==> src/sv/finger_detect_capture_sequencer_macros.svh <==
// ---------------------------------------------------------------------------
// Assertion macros for the finger-detect capture sequencer
// Concurrent checks sampled on clk_i, with and without the reset guard.
// ---------------------------------------------------------------------------
`ifndef FINGER_DETECT_CAPTURE_SEQUENCER_MACROS_SVH
`define FINGER_DETECT_CAPTURE_SEQUENCER_MACROS_SVH

// check outside reset only
`define FDCS_ASSERT(lbl, prop, msg) \
  lbl: assert property (@(posedge clk_i) disable iff (!rst_ni) prop) else $error(msg);

// check at every edge, reset included
`define FDCS_ASSERT_ALWAYS(lbl, prop, msg) \
  lbl: assert property (@(posedge clk_i) prop) else $error(msg);

`endif

==> src/sv/fdcs_pkg.sv <==
// ---------------------------------------------------------------------------
// Finger-detect capture sequencer package
// Payload types, phase and event codes, register indexes and reset values.
// ---------------------------------------------------------------------------
package fdcs_pkg;

  localparam int unsigned LevelW    = 18;
  localparam int unsigned IndexW    = 7;
  localparam int unsigned CfgAddrW  = 4;
  localparam int unsigned CfgDataW  = 18;
  localparam int unsigned TimeW     = 32;

  localparam int unsigned WindowDefault    = 100;
  localparam int unsigned MaxAbsentDefault = 5;

  // phase codes
  localparam logic [1:0] PhIdle    = 2'd0;
  localparam logic [1:0] PhWait    = 2'd1;
  localparam logic [1:0] PhCollect = 2'd2;

  // event codes
  localparam logic [2:0] EvNone       = 3'd0;
  localparam logic [2:0] EvStart      = 3'd1;
  localparam logic [2:0] EvWaitTmo    = 3'd2;
  localparam logic [2:0] EvFound      = 3'd3;
  localparam logic [2:0] EvCollectTmo = 3'd4;
  localparam logic [2:0] EvLost       = 3'd5;
  localparam logic [2:0] EvWindowDone = 3'd6;

  // register indexes
  localparam logic [CfgAddrW-1:0] RegBaseline   = 4'd0;
  localparam logic [CfgAddrW-1:0] RegEnterRatio = 4'd1;
  localparam logic [CfgAddrW-1:0] RegExitRatio  = 4'd2;
  localparam logic [CfgAddrW-1:0] RegRepeat     = 4'd3;
  localparam logic [CfgAddrW-1:0] RegWaitTmo    = 4'd4;
  localparam logic [CfgAddrW-1:0] RegCollectTmo = 4'd5;
  localparam logic [CfgAddrW-1:0] RegPeriod     = 4'd6;
  localparam logic [CfgAddrW-1:0] RegRequired   = 4'd7;

  // register reset values
  localparam logic [17:0] BaselineRst   = 18'd0;
  localparam logic [9:0]  EnterRatioRst = 10'd294;
  localparam logic [9:0]  ExitRatioRst  = 10'd269;
  localparam logic [15:0] RepeatRst     = 16'd3000;
  localparam logic [15:0] WaitTmoRst    = 16'd10000;
  localparam logic [15:0] CollectTmoRst = 16'd10000;
  localparam logic [7:0]  PeriodRst     = 8'd10;
  localparam logic [5:0]  RequiredRst   = 6'd20;

  typedef struct packed {
    logic [LevelW-1:0] ir_level;
    logic [LevelW-1:0] red_level;
  } in_item_t;

  typedef struct packed {
    logic [1:0]        phase;
    logic [2:0]        event_code;
    logic              sample_valid;
    logic [IndexW-1:0] sample_index;
    logic [LevelW-1:0] ir_out;
    logic [LevelW-1:0] red_out;
    logic              window_last;
  } out_item_t;

endpackage

==> src/sv/finger_detect_capture_sequencer.sv <==
// ---------------------------------------------------------------------------
// Finger-detect capture sequencer
// Per-tick idle / wait / collect sequencing of IR and red optical samples.
// ---------------------------------------------------------------------------
//  channel | direction | handshake               | payload
//  --------+-----------+-------------------------+----------------------------
//  in      | input     | in_valid_i/in_ready_o   | in_data_i  (one ms tick)
//  out     | output    | out_valid_o/out_ready_i | out_data_o (one result a tick)
//  cfg     | input     | cfg_valid_i/cfg_ready_o | cfg_addr_i, cfg_data_i
//
// One tick is taken per cycle unless a held result stalls it; its result lands
// in the output register on the next edge. The whole tick is one pass through
// the timer compares and two 18x10 threshold multiplies. A result waiting on
// out_ready_i stalls the input only while it is not being taken. Reset puts
// all but out_q at default, phase at idle; config writes are always accepted.
// ---------------------------------------------------------------------------
module finger_detect_capture_sequencer
  import fdcs_pkg::*;
#(
  parameter int unsigned WINDOW     = WindowDefault,
  parameter int unsigned MAX_ABSENT = MaxAbsentDefault
) (
  input  logic                clk_i,
  input  logic                rst_ni,
  input  logic                in_valid_i,
  output logic                in_ready_o,
  input  in_item_t            in_data_i,
  output logic                out_valid_o,
  input  logic                out_ready_i,
  output out_item_t           out_data_o,
  input  logic                cfg_valid_i,
  output logic                cfg_ready_o,
  input  logic [CfgAddrW-1:0] cfg_addr_i,
  input  logic [CfgDataW-1:0] cfg_data_i
);

  localparam logic [IndexW-1:0] WindowLen = IndexW'(WINDOW);
  localparam logic [2:0]        AbsentMax = 3'(MAX_ABSENT);

  // configuration
  logic [9:0]  enter_q, exit_q;
  logic [15:0] repeat_q, wait_tmo_q, coll_tmo_q;
  logic [7:0]  period_q;
  logic [5:0]  required_q;

  // sequencer state
  logic [1:0]        phase_q, phase_d;
  logic [TimeW-1:0]  tick_q;
  logic [TimeW-1:0]  last_end_q, last_end_d;
  logic [TimeW-1:0]  wait_start_q, wait_start_d;
  logic [TimeW-1:0]  coll_start_q, coll_start_d;
  logic [TimeW-1:0]  last_samp_q, last_samp_d;
  logic [IndexW-1:0] fill_q, fill_d;
  logic [5:0]        present_q, present_d;
  logic [2:0]        absent_q, absent_d;
  logic [17:0]       base_used_q, base_used_d;

  logic      out_valid_q;
  out_item_t out_q, res;

  logic in_acc, cfg_acc, cfg_base_wr;

  assign in_ready_o  = !out_valid_q || out_ready_i;
  assign in_acc      = in_valid_i && in_ready_o;
  assign cfg_ready_o = 1'b1;
  assign cfg_acc     = cfg_valid_i;
  assign cfg_base_wr = cfg_acc && (cfg_addr_i == RegBaseline);
  assign out_valid_o = out_valid_q;
  assign out_data_o  = out_q;

  // elapsed times, wrapping
  logic [TimeW-1:0] el_idle, el_wait, el_coll, el_samp;
  logic             repeat_hit, wait_tmo, coll_tmo, samp_due;

  assign el_idle = tick_q - last_end_q;
  assign el_wait = tick_q - wait_start_q;
  assign el_coll = tick_q - coll_start_q;
  assign el_samp = tick_q - last_samp_q;

  assign repeat_hit = el_idle >= {16'd0, repeat_q};
  assign wait_tmo   = el_wait >  {16'd0, wait_tmo_q};
  assign coll_tmo   = el_coll >  {16'd0, coll_tmo_q};
  assign samp_due   = el_samp >= {24'd0, period_q};

  // thresholds
  logic [17:0] base_eff;
  logic [27:0] enter_prod, exit_prod;
  logic        ir_present, ir_absent;

  assign base_eff   = (base_used_q == '0) ? in_data_i.ir_level : base_used_q;
  assign enter_prod = 28'(base_eff) * 28'(enter_q);
  assign exit_prod  = 28'(base_used_q) * 28'(exit_q);
  assign ir_present = {2'b00, in_data_i.ir_level} >= enter_prod[27:8];
  assign ir_absent  = {2'b00, in_data_i.ir_level} <  exit_prod[27:8];

  always_comb begin
    logic [5:0]        pres_n;
    logic [2:0]        abs_n;
    logic [IndexW-1:0] fill_n;
    logic              lost;
    phase_d      = phase_q;
    last_end_d   = last_end_q;
    wait_start_d = wait_start_q;
    coll_start_d = coll_start_q;
    last_samp_d  = last_samp_q;
    fill_d       = fill_q;
    present_d    = present_q;
    absent_d     = absent_q;
    base_used_d  = base_used_q;
    res          = '0;
    pres_n       = (present_q < 6'd63) ? present_q + 6'd1 : present_q;
    abs_n        = (absent_q < 3'd7) ? absent_q + 3'd1 : absent_q;
    fill_n       = fill_q;
    lost         = 1'b0;

    unique case (phase_q)
      PhIdle: begin
        if (repeat_hit) begin
          phase_d        = PhWait;
          wait_start_d   = tick_q;
          last_samp_d    = tick_q;
          fill_d         = '0;
          present_d      = '0;
          res.event_code = EvStart;
        end
      end
      PhWait: begin
        if (wait_tmo) begin
          phase_d        = PhIdle;
          last_end_d     = tick_q;
          res.event_code = EvWaitTmo;
        end else if (samp_due) begin
          last_samp_d = tick_q;
          base_used_d = base_eff;
          if (ir_present) begin
            present_d = pres_n;
            if (pres_n >= required_q) begin
              phase_d          = PhCollect;
              coll_start_d     = tick_q;
              absent_d         = '0;
              fill_d           = IndexW'(1);
              res.sample_valid = 1'b1;
              res.event_code   = EvFound;
            end
          end else begin
            present_d = '0;
          end
        end
      end
      default: begin
        if (coll_tmo) begin
          phase_d        = PhIdle;
          last_end_d     = tick_q;
          res.event_code = EvCollectTmo;
        end else if (samp_due) begin
          last_samp_d = tick_q;
          if (fill_q < WindowLen) begin
            res.sample_valid = 1'b1;
            res.sample_index = fill_q;
            fill_n           = fill_q + IndexW'(1);
            fill_d           = fill_n;
            if (ir_absent) begin
              absent_d = abs_n;
              if (abs_n >= AbsentMax) begin
                // drop the window and wait for the finger again
                phase_d        = PhWait;
                wait_start_d   = tick_q;
                absent_d       = '0;
                fill_d         = '0;
                present_d      = '0;
                res.event_code = EvLost;
                lost           = 1'b1;
              end
            end else begin
              absent_d = '0;
            end
          end
          if (!lost && fill_n >= WindowLen) begin
            res.window_last = res.sample_valid;
            phase_d         = PhIdle;
            last_end_d      = tick_q;
            fill_d          = '0;
            res.event_code  = EvWindowDone;
          end
        end
      end
    endcase

    res.phase = phase_d;
    if (res.sample_valid) begin
      res.ir_out  = in_data_i.ir_level;
      res.red_out = in_data_i.red_level;
    end
  end

  always_ff @(posedge clk_i or negedge rst_ni) begin
    if (!rst_ni) begin
      enter_q      <= EnterRatioRst;
      exit_q       <= ExitRatioRst;
      repeat_q     <= RepeatRst;
      wait_tmo_q   <= WaitTmoRst;
      coll_tmo_q   <= CollectTmoRst;
      period_q     <= PeriodRst;
      required_q   <= RequiredRst;
      phase_q      <= PhIdle;
      tick_q       <= '0;
      last_end_q   <= '0;
      wait_start_q <= '0;
      coll_start_q <= '0;
      last_samp_q  <= '0;
      fill_q       <= '0;
      present_q    <= '0;
      absent_q     <= '0;
      base_used_q  <= BaselineRst;
      out_valid_q  <= 1'b0;
    end else begin
      if (in_acc) begin
        phase_q      <= phase_d;
        tick_q       <= tick_q + 32'd1;
        last_end_q   <= last_end_d;
        wait_start_q <= wait_start_d;
        coll_start_q <= coll_start_d;
        last_samp_q  <= last_samp_d;
        fill_q       <= fill_d;
        present_q    <= present_d;
        absent_q     <= absent_d;
      end
      // a baseline write reloads the working baseline
      if (cfg_base_wr) begin
        base_used_q <= cfg_data_i[17:0];
      end else if (in_acc) begin
        base_used_q <= base_used_d;
      end
      if (cfg_acc) begin
        case (cfg_addr_i)
          RegEnterRatio: enter_q    <= cfg_data_i[9:0];
          RegExitRatio:  exit_q     <= cfg_data_i[9:0];
          RegRepeat:     repeat_q   <= cfg_data_i[15:0];
          RegWaitTmo:    wait_tmo_q <= cfg_data_i[15:0];
          RegCollectTmo: coll_tmo_q <= cfg_data_i[15:0];
          RegPeriod:     period_q   <= cfg_data_i[7:0];
          RegRequired:   required_q <= cfg_data_i[5:0];
          default: ;
        endcase
      end
      if (in_acc) begin
        out_valid_q <= 1'b1;
      end else if (out_ready_i) begin
        out_valid_q <= 1'b0;
      end
    end
  end

  // payload register, loaded on every accepted request
  always_ff @(posedge clk_i) begin
    if (in_acc) begin
      out_q <= res;
    end
  end

  logic res_last, res_last_ok, res_empty, res_fields_zero;

  assign res_last        = out_valid_q && out_q.window_last;
  assign res_last_ok     = out_q.sample_valid && (out_q.event_code == EvWindowDone);
  assign res_empty       = out_valid_q && !out_q.sample_valid;
  assign res_fields_zero = (out_q.sample_index == '0) && (out_q.ir_out == '0) &&
                           (out_q.red_out == '0) && !out_q.window_last;

`include "finger_detect_capture_sequencer_macros.svh"

  `FDCS_ASSERT(a_tick_advance, in_acc |=> tick_q == $past(tick_q) + 32'd1, "tick stuck")
  `FDCS_ASSERT(a_phase_match, in_acc |=> out_q.phase == phase_q, "result phase mismatch")
  `FDCS_ASSERT(a_last_is_done, res_last |-> res_last_ok, "stray window_last")
  `FDCS_ASSERT_ALWAYS(a_empty_fields, res_empty |-> res_fields_zero, "stray sample fields")

endmodule

==> config.mk <==
export PLATFORM = sky130hd
export DESIGN_NAME = finger_detect_capture_sequencer
export DESIGN_NICKNAME = d
export VERILOG_FILES = /design/src/sv/fdcs_pkg.sv /design/src/sv/finger_detect_capture_sequencer.sv
export VERILOG_INCLUDE_DIRS = /design/src /design/src/sv
export SDC_FILE = /design/constraint.sdc
export NUM_CORES = 2
export LEC_CHECK = 0
export BUFFER_PORTS_ARGS = -buffer_cell sky130_fd_sc_hd__buf_2
export CAP_MARGIN = 20
export CORE_ASPECT_RATIO = 0.75
export CORE_MARGIN = 4
export CORE_UTILIZATION = 51
export CTS_CLUSTER_SIZE = 16
export DETAILED_ROUTE_END_ITERATION = 8
export GPL_TIMING_DRIVEN = 0
export HOLD_SLACK_MARGIN = 0.02
export PLACE_DENSITY_LB_ADDON = 0.1
export SETUP_SLACK_MARGIN = 0.15
export SYNTH_ARGS = -nofsm -noshare
export SYNTH_HDL_FRONTEND = slang
export SYNTH_SLANG_ARGS = --single-unit
==> constraint.sdc <==
create_clock -name clk_i -period 16 [get_ports clk_i]
set_clock_uncertainty 0.15 [all_clocks]
set_input_delay 4 -clock clk_i [delete_from_list [all_inputs] [get_ports clk_i]]
set_output_delay 4 -clock clk_i [all_outputs]
set_load 0.05 [all_outputs]
==> qor.yml <==
logic_synthesis:
  synth-async-reset-ratio: 0.848
  ys_ff_latch: 329
  synth_flop_cell: "dfrtp_1"
  synth_enable_flop_cells: 50
  synth_sequential_area_ratio: 0.244
  postSynthNetCount: 4516
  yosys.cell_types.count: 99
  synth.avg_cell_area_um2: 9.05
  synthesis.area_um2: 34900
  number_of_synthesis_warnings: 0
  ys_top_cells_by_area: "dfrtp_1, fa_1, ha_1, inv_1, nand2_1"
  netlist.top_cell.by_area: "dfrtp_1"
  post-synth-top-area-fraction: 0.179
  syn_inst: 3852
floorplan:
  die_width_um: 310
  die-area_um2: 72600
  initial_core_util: 0.519
  core-area_um2: 67200
  io-pin-count: 116
  floorplan.die.height_um: 234
  row_count: 82
clocking:
  number_of_levels_the_h_tree_was_split_into: 2
  post_cts.repair.setup_buffers: 0
  clock_path_buffers: 3
  tritoncts_clock_tree: "built"
  postCtsHoldBufs: 0
  ctsResizeCount: 0
  cts_buffers: 39
  cts-root-buf: "clkbuf_16"
  clock_sink_count: 329
  insertion_delay_ns: 0.58
  clk_pin_slew_worst_paths_ns: 0.06
power_and_ir_drop:
  combinationalPowerShare: 0.737
  switching_share_of_power: 0.486
  power.net_switching_mw: 3.79
  pwr-share-clk: 0.126
  seq_power_share: 0.137
  vdd_drop_max_v: 0.000142
  p_int_mw: 4.01
  static-leakage-power_nw: 18.7
  power-per-cell-area_nw_per_um2: 205
sta:
  maxSlewHeadroom: 0.258
  min_period_ns: 12.91
  hold_viol_final: 0
  setup_violations: 0
  grt_setup_unrepaired: "no"
  achievable-frequency_ghz: 0.0775
  final_min_period_over_clock_period: 0.807
  tns_ns: 0
  max_slew.worst_pin.slew_ns: 1.10
  timing.final.max_slew_violations: 0
  layout_setup_ws_ns: 3.09
global_routing:
  globalRouteTotalUtil: 0.272
  antenna_found_initial: 4
  grt_first_pass_wirelength_um: 155000
  grt_max_degree: 118
  first_global_vias: 27200
  grt.overflow.total: 0
drt:
  detail-route-antenna-nets: 0
  met3_wirelength_um: 8430
  route.detailed.vias_per_inst: 5.72
  routedWlPerCell_um: 19.8
  drc_violation_count_after_routing: 0
  detail_route.iter0.violations: 2491
  drt_pre_antenna_iters: 5
  detailroute.wirelength.met2_um: 36900
  met1_wire_length_um: 49800
  route.vias.total: 28200
  top_sig_layer: "met5"
  totalWireLength_um: 97500
critical_path:
  internal_reg_to_reg_setup_slack_ns: 4.61
  path_max_fanout: 10
  critPathMaxStageDelay_ns: 0.71
  worstRegToRegCells: 36
  setup.worst_path.start_class: "input pin"
  critical-path-top-delay-family: "adder cells"
  critPathSlowestCell: "nor4_4"
  worst-path-stages: 32
  setup.worst_path.class: "in2reg"
  path_common_cell: "fa_1"
  critPathRequiredTime_ns: 16.30
  cp.buffers_inverters: 6
  endpoint_kind: "flip-flop"
  cp_data_arrival_time_ns: 13.21
outcome:
  result_of_the_run: "completed"
cells_and_area:
  area_delta_synth_final_pct: 9.12
  drive_gt1_frac: 0.108
  design_area_um2: 38000
  fin_nets: 4677
  layout.cells.most_common_list: "inv_1, nand2_1, ha_1, fa_1, dfrtp_1"
  fillers: 6174
placement:
  port-buffer-count: 114
  placement.setup.worst_slack_ns: 2.57
  place.gp.congestion: 0.926
  detailed_place.area_um2: 36600
  post-dp-hpwl_um: 78200
hold_path:
  min_path_type: "reg2reg"
  holdPathStages: 1
job:
  max_cap_violations: 0
cell type report:
| class | instances | area (um2) | share of cell area |
|---|---|---|---|
| Antenna cell | 1 | 2.50 | 0.0000658 |
| Buffer | 165 | 692 | 0.0182 |
| Clock buffer | 55 | 1160 | 0.0305 |
| Clock inverter | 17 | 244 | 0.00641 |
| Inverter | 464 | 1740 | 0.0458 |
| Multi-Input combinational cell | 2894 | 23900 | 0.629 |
| Sequential cell | 329 | 8520 | 0.224 |
| Tap cell | 882 | 1100 | 0.0290 |
| Timing Repair Buffer | 120 | 666 | 0.0175 |
power by group through the flow:
stage	clock [mW]	combinational, mW	sequential [mW]
after floorplan	0	4.27	1.07
after global placement	0	5.61	1.08
after detailed placement	0	5.66	1.09
after CTS	1.00	5.71	1.07
after global routing	1.03	6.54	1.09
final	0.981	5.75	1.07
routing by layer:
layer | global-route usage | vias up
li1 | - | 13600
met1 | 0.432 | 13600
met2 | 0.365 | 824
met3 | 0.0697 | 119
met4 | 0.0626 | 4
met5 | 0 | -
cell families (layout without fill, tap and decap cells):
kind of cell / count (synthesis) / in the layout / synth area share
fa+ha+maj: 601 / 601 / 0.270
mux: 164 / 164 / 0.0555
buf+inv: 629 / 821 / 0.0697
other cells: 1 / 2 / 0.000108
flops: 329 / 329 / 0.244
simple gates: 1179 / 1179 / 0.172
compound gates: 814 / 814 / 0.154
xor+xnor: 135 / 135 / 0.0339
synth_stat cells (all sizes together), types with 40 or more instances:
library cell	count
ha	347
nor2	137
fa	254
inv	464
nand3	54
and2	205
dfrtp	250
clkbuf	131
o21ai	201
xnor2	76
nand2	466
o21a	42
a21oi	175
mux2	145
xor2	59
a21o	103
edfxtp	50
nand4	66
a31oi	40
path summary, 6_finish.rpt:
| check | start | endpoint |
|---|---|---|
| setup / recovery | in_data_i[30] | coll_start_q[4] |
| hold / removal | wait_start_q[22] | wait_start_q[22] |
| setup reg to reg | base_used_q[17] | coll_start_q[4] |
| hold reg to reg | wait_start_q[22] | wait_start_q[22] |
| max in group asynchronous | rst_ni | last_samp_q[10] |
| min in group asynchronous | rst_ni | last_end_q[29] |
per-stage QoR:
stage	instances	total power [mW]	utilization	hold WS (ns)
after floorplan	3852	5.33	-	0.308
after global placement	4848	6.69	0.544	0.320
after detailed placement	4852	6.74	0.545	0.330
after CTS	4924	7.78	0.566	0.343
after global routing	4926	8.66	0.566	0.358
final	4927	7.80	0.566	0.337
worst reg2reg max path, delay by kind of cell, from the launching register on:
kind	cells	cell delay (ns)
AND/OR/NAND/NOR	12	3.76
adder cells (fa/ha/maj)	7	3.16
AO/OA/AOI/OAI	8	1.63
buffers and inverters	7	1.62
flip-flops	1	0.44
multiplexers	1	0.32
XOR/XNOR	1	0.20
flip-flops by register name, indices dropped and copies added, names as in the netlist, 10 cells and up:
name,cells
out_data_o,50
coll_start_q,32
last_end_q,32
last_samp_q,32
tick_q,32
wait_start_q,32
base_used_q,18
coll_tmo_q,16
repeat_q,16
wait_tmo_q,16
enter_q,10
exit_q,10
Power figures use the tool's default switching activity.
